$ cat config.mk
export PLATFORM = sky130hd
export DESIGN_NAME = disk_request_scheduler_core
export DESIGN_NICKNAME = d
export VERILOG_FILES = /design/src/hdl/drs_pkg.sv /design/src/hdl/disk_request_scheduler_core.sv /design/src/hdl/drs_ram.sv
export SDC_FILE = /design/constraint.sdc
export NUM_CORES = 2
export LEC_CHECK = 0
export BUFFER_PORTS_ARGS = -buffer_cell sky130_fd_sc_hd__buf_2
export CORE_MARGIN = 3
export CORE_UTILIZATION = 63
export DETAILED_ROUTE_END_ITERATION = 10
export GPL_ROUTABILITY_DRIVEN = 1
export GPL_TIMING_DRIVEN = 0
export PLACE_DENSITY = 0.84
export SYNTH_ARGS = -nofsm -noshare
export SYNTH_HDL_FRONTEND = slang
export SYNTH_HIERARCHICAL = 1
export SYNTH_SLANG_ARGS = --single-unit
$ cat constraint.sdc
create_clock -name clk_i -period 11.2 [get_ports clk_i]
set_input_delay 1.68 -clock clk_i [delete_from_list [all_inputs] [get_ports clk_i]]
set_output_delay 1.68 -clock clk_i [all_outputs]
set_load 0.02 [all_outputs]
$ cat src/hdl/drs_pkg.sv
// Package: shared constants, codes and types for the disk request scheduler.
package drs_pkg;

  localparam int unsigned SlotsDef    = 16;
  localparam int unsigned CylBitsDef  = 16;
  localparam int unsigned TimeBitsDef = 32;
  localparam int unsigned OrdBits     = 32;

  localparam logic [0:0] OpInsert = 1'b0;
  localparam logic [0:0] OpGrant  = 1'b1;

  localparam logic [1:0] StInserted = 2'd0;
  localparam logic [1:0] StFull     = 2'd1;
  localparam logic [1:0] StGranted  = 2'd2;
  localparam logic [1:0] StNone     = 2'd3;

  localparam logic [1:0] PolFcfs  = 2'd0;
  localparam logic [1:0] PolSstf  = 2'd1;
  localparam logic [1:0] PolLook  = 2'd2;
  localparam logic [1:0] PolClook = 2'd3;

  typedef enum logic [2:0] {
    S_IDLE,
    S_SCAN,
    S_LAST,
    S_FIN,
    S_OUT
  } state_e;

endpackage

$ cat src/hdl/disk_request_scheduler_core.sv
// Top level: disk request scheduler with a RAM-held request table.
//
// The block holds up to SLOTS pending cylinder requests. An insert
// (opcode 0) stores a request in the lowest free slot or reports the table
// full. A grant (opcode 1) carries the current time and streams the table
// out of RAM through its single read port one slot per cycle, keeping the best
// candidates for every policy branch at once, then frees the chosen slot and
// moves the head. One request is worked on at a time; the result sits in an
// output register, so the next request is accepted and scanned while it
// waits, and only the finish step holds until that register is free.
// Pending bits live in flip-flops and are cleared by reset, so no clearing
// pass is needed. policy_mode may only be written while the block is idle.
module disk_request_scheduler_core
  import drs_pkg::*;
#(
  parameter int unsigned SLOTS     = SlotsDef,
  parameter int unsigned CYL_BITS  = CylBitsDef,
  parameter int unsigned TIME_BITS = TimeBitsDef
) (
  input  logic        clk_i,
  input  logic        rst_ni,
  input  logic        s_axis_tvalid,
  output logic        s_axis_tready,
  // tuser: [0] opcode
  input  logic [0:0]  s_axis_tuser,
  // tdata: [15:0] cylinder, [47:16] time_stamp
  input  logic [47:0] s_axis_tdata,
  output logic        m_axis_tvalid,
  input  logic        m_axis_tready,
  // tdata: [1:0] status, [5:2] slot, [21:6] granted_cylinder,
  //        [37:22] seek_distance, [69:38] wait_time, [70] sweep_up
  output logic [71:0] m_axis_tdata,
  input  logic        cfg_we_i,
  input  logic [1:0]  cfg_wdata_i
);

  localparam int unsigned IdxBits = $clog2(SLOTS);
  localparam int unsigned CntBits = $clog2(SLOTS + 1);
  localparam int unsigned EntW    = CYL_BITS + TIME_BITS + OrdBits;
  localparam logic [CYL_BITS-1:0] CylMax = '1;

  // one candidate tracker per scan flavor
  typedef struct packed {
    logic                found;
    logic [IdxBits-1:0]  idx;
    logic [CYL_BITS-1:0] key;
    logic [OrdBits-1:0]  age;
    logic [CYL_BITS-1:0] cyl;
    logic [TIME_BITS-1:0] arr;
  } cand_t;

  state_e state_q, state_d;
  logic [1:0]            policy_q;
  logic [SLOTS-1:0]      pend_q;
  logic [OrdBits-1:0]    seq_q;
  logic [CYL_BITS-1:0]   head_q;
  logic                  dir_q;
  logic                  op_q;
  logic [CYL_BITS-1:0]   cyl_q;
  logic [TIME_BITS-1:0]  now_q;
  logic [CntBits-1:0]    cnt_q;
  logic [IdxBits-1:0]    ridx_q;
  logic [IdxBits-1:0]    sidx_q;
  logic                  rpend_q;
  cand_t                 c_any_q, c_dist_q, c_ge_q, c_le_q, c_lt_q, c_gt_q, c_low_q;
  cand_t                 c_any_d, c_dist_d, c_ge_d, c_le_d, c_lt_d, c_gt_d, c_low_d;
  logic                  ovalid_q;
  logic [71:0]           odata_q, odata_d;

  // RAM
  logic                  ram_we;
  logic [IdxBits-1:0]    ram_waddr, ram_raddr;
  logic [EntW-1:0]       ram_wdata, ram_rdata;

  drs_ram #(.Width(EntW), .Depth(SLOTS)) u_table (
    .clk_i   (clk_i),
    .we_i    (ram_we),
    .waddr_i (ram_waddr),
    .wdata_i (ram_wdata),
    .raddr_i (ram_raddr),
    .rdata_o (ram_rdata)
  );

  logic [CYL_BITS-1:0]  e_cyl;
  logic [TIME_BITS-1:0] e_arr;
  logic [OrdBits-1:0]   e_ord, e_age;
  assign e_cyl = ram_rdata[CYL_BITS-1:0];
  assign e_arr = ram_rdata[CYL_BITS +: TIME_BITS];
  assign e_ord = ram_rdata[CYL_BITS+TIME_BITS +: OrdBits];
  assign e_age = seq_q - e_ord;

  // free slot search
  logic               has_free;
  logic [IdxBits-1:0] free_idx;
  always_comb begin
    has_free = 1'b0;
    free_idx = '0;
    for (int i = SLOTS - 1; i >= 0; i--) begin
      if (!pend_q[i]) begin
        has_free = 1'b1;
        free_idx = IdxBits'(i);
      end
    end
  end

  function automatic cand_t upd(cand_t c, logic ok, logic [CYL_BITS-1:0] k,
                                logic [OrdBits-1:0] ag, logic [IdxBits-1:0] ix,
                                logic [CYL_BITS-1:0] cy, logic [TIME_BITS-1:0] ar);
    cand_t r;
    r = c;
    if (ok && (!c.found || k < c.key || (k == c.key && ag > c.age))) begin
      r.found = 1'b1; r.idx = ix; r.key = k; r.age = ag; r.cyl = cy; r.arr = ar;
    end
    return r;
  endfunction

  logic                 arrived, ge, le;
  logic [CYL_BITS-1:0]  gap;
  assign arrived = e_arr <= now_q;
  assign ge      = e_cyl >= head_q;
  assign le      = e_cyl <= head_q;
  assign gap     = ge ? e_cyl - head_q : head_q - e_cyl;

  // read data comes from a registered RAM read and lags the read pointer, so tag it with sidx_q
  always_comb begin
    c_any_d = c_any_q; c_dist_d = c_dist_q; c_ge_d = c_ge_q; c_le_d = c_le_q;
    c_lt_d = c_lt_q; c_gt_d = c_gt_q; c_low_d = c_low_q;
    if (state_q == S_IDLE) begin
      c_any_d = '0; c_dist_d = '0; c_ge_d = '0; c_le_d = '0;
      c_lt_d = '0; c_gt_d = '0; c_low_d = '0;
    end else if ((state_q == S_SCAN || state_q == S_LAST) && rpend_q) begin
      c_any_d  = upd(c_any_q, 1'b1, '0, e_age, sidx_q, e_cyl, e_arr);
      c_dist_d = upd(c_dist_q, arrived, gap, e_age, sidx_q, e_cyl, e_arr);
      c_ge_d   = upd(c_ge_q, arrived && ge, e_cyl, e_age, sidx_q, e_cyl, e_arr);
      c_gt_d   = upd(c_gt_q, arrived && !le, e_cyl, e_age, sidx_q, e_cyl, e_arr);
      c_low_d  = upd(c_low_q, arrived, e_cyl, e_age, sidx_q, e_cyl, e_arr);
      c_le_d   = upd(c_le_q, arrived && le, CylMax - e_cyl, e_age, sidx_q, e_cyl,
                     e_arr);
      c_lt_d   = upd(c_lt_q, arrived && !ge, CylMax - e_cyl, e_age, sidx_q, e_cyl,
                     e_arr);
    end
  end

  // final pick
  cand_t pick;
  logic  new_dir;
  always_comb begin
    pick    = '0;
    new_dir = dir_q;
    case (policy_q)
      PolFcfs: begin
        pick = c_any_q;
        if (c_any_q.arr > now_q) pick.found = 1'b0;
      end
      PolSstf: pick = c_dist_q;
      PolLook: begin
        if (dir_q) begin
          if (c_ge_q.found) pick = c_ge_q;
          else begin
            pick = c_lt_q;
            if (c_lt_q.found) new_dir = 1'b0;
          end
        end else begin
          if (c_le_q.found) pick = c_le_q;
          else begin
            pick = c_gt_q;
            if (c_gt_q.found) new_dir = 1'b1;
          end
        end
      end
      PolClook: pick = c_ge_q.found ? c_ge_q : c_low_q;
      default: pick = '0;
    endcase
  end

  logic [CYL_BITS-1:0] seek;
  assign seek = (pick.cyl >= head_q) ? pick.cyl - head_q : head_q - pick.cyl;

  // response word for the request being finished
  always_comb begin
    odata_d = '0;
    if (op_q == OpInsert) begin
      odata_d[1:0] = has_free ? StInserted : StFull;
      odata_d[5:2] = has_free ? 4'(free_idx) : 4'd0;
      odata_d[70]  = dir_q;
    end else if (pick.found) begin
      odata_d[1:0]   = StGranted;
      odata_d[5:2]   = 4'(pick.idx);
      odata_d[21:6]  = 16'(pick.cyl);
      odata_d[37:22] = 16'(seek);
      odata_d[69:38] = 32'(now_q - pick.arr);
      odata_d[70]    = new_dir;
    end else begin
      odata_d[1:0] = StNone;
      odata_d[70]  = dir_q;
    end
  end

  // finish only once the output register is free or being drained
  logic fin_go;
  assign fin_go = (state_q == S_FIN) && (!ovalid_q || m_axis_tready);

  assign s_axis_tready = (state_q == S_IDLE);
  assign m_axis_tvalid = ovalid_q;
  assign m_axis_tdata  = odata_q;

  logic in_fire;
  assign in_fire = s_axis_tvalid && s_axis_tready;

  assign ram_raddr = ridx_q;
  assign ram_we    = fin_go && (op_q == OpInsert) && has_free;
  assign ram_waddr = free_idx;
  assign ram_wdata = {seq_q, now_q, cyl_q};

  // next state
  always_comb begin
    state_d = state_q;
    case (state_q)
      S_IDLE: if (in_fire) state_d = (s_axis_tuser[0] == OpGrant) ? S_SCAN : S_FIN;
      S_SCAN: if (cnt_q == CntBits'(SLOTS - 1)) state_d = S_LAST;
      S_LAST: state_d = S_FIN;
      S_FIN:  if (fin_go) state_d = S_IDLE;
      default: state_d = S_IDLE;
    endcase
  end

  always_ff @(posedge clk_i or negedge rst_ni) begin
    if (!rst_ni) begin
      state_q  <= S_IDLE;
      policy_q <= PolFcfs;
      pend_q   <= '0;
      seq_q    <= '0;
      head_q   <= CYL_BITS'(1);
      dir_q    <= 1'b1;
      ovalid_q <= 1'b0;
      cnt_q    <= '0;
      ridx_q   <= '0;
      rpend_q  <= 1'b0;
    end else begin
      state_q <= state_d;
      if (cfg_we_i) policy_q <= cfg_wdata_i;
      if (fin_go) ovalid_q <= 1'b1;
      else if (m_axis_tvalid && m_axis_tready) ovalid_q <= 1'b0;
      // advance the read pointer; pending flag tracks the registered read
      rpend_q <= pend_q[ridx_q];
      if (in_fire) begin
        cnt_q  <= '0;
        ridx_q <= '0;
      end else if (state_q == S_SCAN) begin
        cnt_q  <= cnt_q + 1'b1;
        ridx_q <= (cnt_q == CntBits'(SLOTS - 1)) ? '0 : ridx_q + 1'b1;
      end
      if (fin_go) begin
        if (op_q == OpInsert) begin
          if (has_free) begin
            pend_q[free_idx] <= 1'b1;
            seq_q <= seq_q + 1'b1;
          end
        end else if (pick.found) begin
          pend_q[pick.idx] <= 1'b0;
          head_q <= pick.cyl;
          dir_q  <= new_dir;
        end
      end
    end
  end

  // scan index delayed to match the RAM read latency
  always_ff @(posedge clk_i) begin
    sidx_q <= ridx_q;
    if (in_fire) begin
      op_q  <= s_axis_tuser[0];
      cyl_q <= CYL_BITS'(s_axis_tdata[15:0]);
      now_q <= TIME_BITS'(s_axis_tdata[47:16]);
    end
    c_any_q <= c_any_d; c_dist_q <= c_dist_d; c_ge_q <= c_ge_d; c_le_q <= c_le_d;
    c_lt_q <= c_lt_d; c_gt_q <= c_gt_d; c_low_q <= c_low_d;
    if (fin_go) odata_q <= odata_d;
  end

`ifndef ASSERT_OFF
  a_ready_idle: assert property (@(posedge clk_i) disable iff (!rst_ni)
    s_axis_tready |-> state_q == S_IDLE) else $error("ready outside idle");
  a_out_after_fin: assert property (@(posedge clk_i) disable iff (!rst_ni)
    fin_go |=> ovalid_q) else $error("no result after finish");
  a_seq_insert: assert property (@(posedge clk_i) disable iff (!rst_ni)
    seq_q != $past(seq_q) |-> $past(ram_we)) else $error("sequence moved without insert");
`endif

endmodule

$ cat src/hdl/drs_ram.sv
// Generic single-port-write, single-read RAM with registered read data.
module drs_ram #(
  parameter int unsigned Width = 8,
  parameter int unsigned Depth = 16
) (
  input  logic                     clk_i,
  input  logic                     we_i,
  input  logic [$clog2(Depth)-1:0] waddr_i,
  input  logic [Width-1:0]         wdata_i,
  input  logic [$clog2(Depth)-1:0] raddr_i,
  output logic [Width-1:0]         rdata_o
);

  logic [Width-1:0] mem_q [Depth];

  always_ff @(posedge clk_i) begin
    if (we_i) begin
      mem_q[waddr_i] <= wdata_i;
    end
    rdata_o <= mem_q[raddr_i];
  end

endmodule
==> impl_metrics.json <==
{
  "outcome": "finished, violations left",
  "violations": "capacitance limit, slew limit",
  "gp_congestion": 0.969,
  "critPathLaunchType": "register",
  "clk_path_buf_depth": 3,
  "vias": 70200,
  "initial_core_util_pct": 63.5,
  "rsz0062_at_grt": "false",
  "path_max_fanout": 21,
  "portBuffers": 128,
  "drcViolationCount": 0,
  "netSwitchingFraction_pct": 41.1,
  "hold_buffers": 0,
  "viasPerCell": 6.87,
  "max_stage_delay_ns": 0.88,
  "finalSetupViolCount": 0,
  "period_share_pct": 81.1,
  "post-place-ws_ns": 2.65,
  "synth_cells": 7528,
  "syn_area_mm2": 0.0993,
  "numCtsBuffers": 210,
  "clk_latency_ns": 0.89,
  "crit_slowest_cell": "nor4_1",
  "synthDistinctLibCells": 88,
  "ctsRootBufferMaster": "clkbuf_16",
  "worstPathRequired_ns": 11.86,
  "drt_iter0_drc": 9820,
  "clockPowerShare_pct": 22.0,
  "ys_seq_area_share_pct": 59.0,
  "tightest_slew_ns": 1.57,
  "synth_edf_count": 1400,
  "grt_first_pass_wirelength_mm": 465,
  "slew_headroom_pct": -5.17,
  "grt_usage_pct": 39.1,
  "p_leak_uw": 0.0438,
  "power.density_mw_per_mm2": 297,
  "yosys_warnings": 6,
  "p_sw_uw": 13600,
  "maxSlewViolCount": 9,
  "synth.area.top_cells": "edfxtp_1 (42%), dfxtp_1 (15%), mux4_2 (7.5%)",
  "htree_num_levels": 4,
  "avgSynthCellArea_um2": 13.2,
  "hold_viol": 0,
  "p_comb_share_pct": 43.3,
  "final_area_mm2": 0.112,
  "cts_setup_buffers": 0,
  "cts_sinks": 2207,
  "dr.pass1.iters": 9,
  "placed_area_mm2": 0.105,
  "grt_overflow": 0,
  "fillers": 9605,
  "yosys_most_used_dff": "edfxtp_1",
  "die_h_um": 403,
  "ios": 130,
  "power.total_uw": 33100,
  "period_needed_ns": 9.09,
  "yosys.area.top_type": "edfxtp_1",
  "nets": 8554,
  "synthToLayoutAreaGrowth_pct": 12.3,
  "async_flop_share_pct": 3.62,
  "synth-seq-cells": 2207,
  "grt_pass1_vias": 70400,
  "fmax_mhz": 110,
  "wl_per_cell_um": 31.3,
  "critPathKind": "reg -> reg",
  "detailed_place_hpwl_mm": 204,
  "internal_power_uw": 19500,
  "cp_top_family": "simple AND/OR/NAND/NOR gates",
  "clkSlewWorstSetupHoldPaths_ns": 0.06,
  "grt_max_degree": 64,
  "cp.arrival_ns": 9.75,
  "rows": 145,
  "cp_cell_sequence": "inv_1 -> ha_1 -> inv_1 -> fa_1 -> a211oi_2 -> o21bai_1 -> a21oi_1 -> o21ai_2 -> a2111o_1 -> and3_2 -> nor4_1 -> nor2_1 -> ha_1 -> and4_1 -> nand2_1 -> or4_1 -> o21a_1 -> o21ai_1 -> o211ai_1 -> nand2_1 -> buf_4 -> buf_4 -> mux2i_1 -> nor2_1",
  "fp.dieW_um": 403,
  "antenna_found_initial": 17,
  "drive_gt1_share_pct": 13.5,
  "final.setup_skew_ns": 0.105,
  "hp-class": "reg -> reg",
  "core-area_mm2": 0.156,
  "final_core_util_pct": 71.3,
  "cts_resized": 0,
  "postLayoutSetupSlackWorst_ns": 2.11,
  "routed_wirelength_mm": 320,
  "route.antenna.remaining_nets": 0,
  "crit_path_end_kind": "register",
  "cts_tree": "done",
  "cp_num_buf_inv": 4,
  "max_cap_violations": 1,
  "ir_worst_vdd_uv": 269,
  "synth_nets": 8106,
  "synth_top_area_share_pct": 42.3,
  "die_area_mm2": 0.162,
  "power_frac_seq_pct": 34.7
}
-- state kept, by name (all words and copies together), names as in the netlist, 85 cells and up --
name	cells
u_table/mem_q	1280
c_dist_q	101
c_le_q	101
c_lt_q	101
c_any_q	85
c_ge_q	85
c_gt_q	85
c_low_q	85
-- metal layers --
layer  routed length (µm)  part of all wire, %  up-vias  track usage, %
met5                  122                0.038        -               0
met4                23700                  7.4       14            23.6
met3                41100                   13     1498            11.6
met2               146000                   46     5552            61.2
met1               108000                   34    34300            48.3
li1                     -                    -    28900               -
-- placed cells by master (no fill, tap or decap), drive strengths merged, types with 94 or more instances in the layout --
master / count
a211oi: 111
a21o: 136
a21oi: 330
a22oi: 163
buf: 400
clkbuf: 511
dfxtp: 727
edfxtp: 1400
ha: 516
inv: 507
mux2i: 718
mux4: 329
nand2: 291
nand4: 94
nor2: 852
o21ai: 145
-- logic make-up (layout without fill, tap and decap cells) --
family	Yosys count	after routing	synth area share [%]
and+or+nand+nor	1565	1565	6.90
other	1	14	0.00378
adders and majority gates	522	522	6.62
buffers and inverters	886	1511	3.67
AOI/OAI and AO/OA	1177	1177	7.94
xor gates and xnor gates	103	103	0.909
DFF	2207	2207	59.0
muxes	1067	1067	14.9
-- Yosys cell counts (10+ instances only) --
master and instances:
a21oi_1 325, inv_1 503, buf_6 18, nor4_1 11, o21a_1 35, and3_1 30
nand3_1 77, nor3_1 47, a211oi_1 108, nand2_1 290, a22oi_1 163, buf_1 42
or2_2 10, o21ai_0 138, dfxtp_1 727, o211a_1 13, xnor2_1 67, ha_1 516
a211o_1 10, buf_4 22, a31oi_1 36, or3_1 19, o21bai_1 11, nand3b_1 10
nand4_1 94, mux2i_1 718, mux4_2 329, o31ai_1 15, buf_2 82, edfxtp_1 1400
clkbuf_1 218, and4_1 12, nor2b_1 66, xor2_1 36, and2_1 12, a21o_1 136
nand2b_1 18, nor2_1 852, mux2_2 19, o211ai_1 65, dfrtp_1 78
-- path summary, 6_finish.rpt --
| path | start | end | slack (ns) | cells past startpoint |
|---|---|---|---|---|
| worst max-delay path | seq_q[0]$_DFFE_PN0P_ | c_low_q[70]$_SDFFE_PP0P_ | 2.11 | 24 |
| worst min-delay path | ram_raddr[1]$_DFFE_PN0P_ | sidx_q[1]$_DFF_P_ | 0.45 | 0 |
| worst max register to register | seq_q[0]$_DFFE_PN0P_ | c_low_q[70]$_SDFFE_PP0P_ | 2.11 | 24 |
| worst min register to register | ram_raddr[1]$_DFFE_PN0P_ | sidx_q[1]$_DFF_P_ | 0.45 | 0 |
| max in group asynchronous | rst_ni | seq_q[15]$_DFFE_PN0P_ | 9.68 | 2 |
| min in group asynchronous | rst_ni | head_q[9]$_DFFE_PN0P_ | 0.72 | 1 |
-- stage by stage --
stage	instances	hold slack (ns)	TNS, ns
floorplan	7528	0.385	0
detailed placement	9822	0.425	0
finish	10200	0.454	0
global route	10200	0.473	0
CTS	10200	0.441	0
global placement	9714	0.408	-1370.23
-- power by group through the flow --
| stage | logic [µW] | registers [µW] | clock network [µW] |
|---|---|---|---|
| final | 14300 | 11500 | 7280 |
| after global placement | 12800 | 11500 | 0 |
| after global routing | 15400 | 11600 | 7550 |
| after floorplan | 9230 | 11100 | 0 |
| after CTS | 14000 | 11400 | 7270 |
| after detailed placement | 13700 | 11500 | 0 |
-- area by class of cell --
class                           count  area, µm²  area share (%)
Clock inverter                     96       1110           0.993
Antenna cell                       13       32.5          0.0292
Multi-Input combinational cell   4435      37300            33.5
Timing Repair Buffer              236       2430            2.18
Buffer                            382       1750            1.57
Tap cell                         2058       2570            2.31
Sequential cell                  2207      58600            52.5
Clock buffer                      293       5780            5.18
Inverter                          504       1890            1.70
No activity file was read; power rests on OpenSTA's default activity.
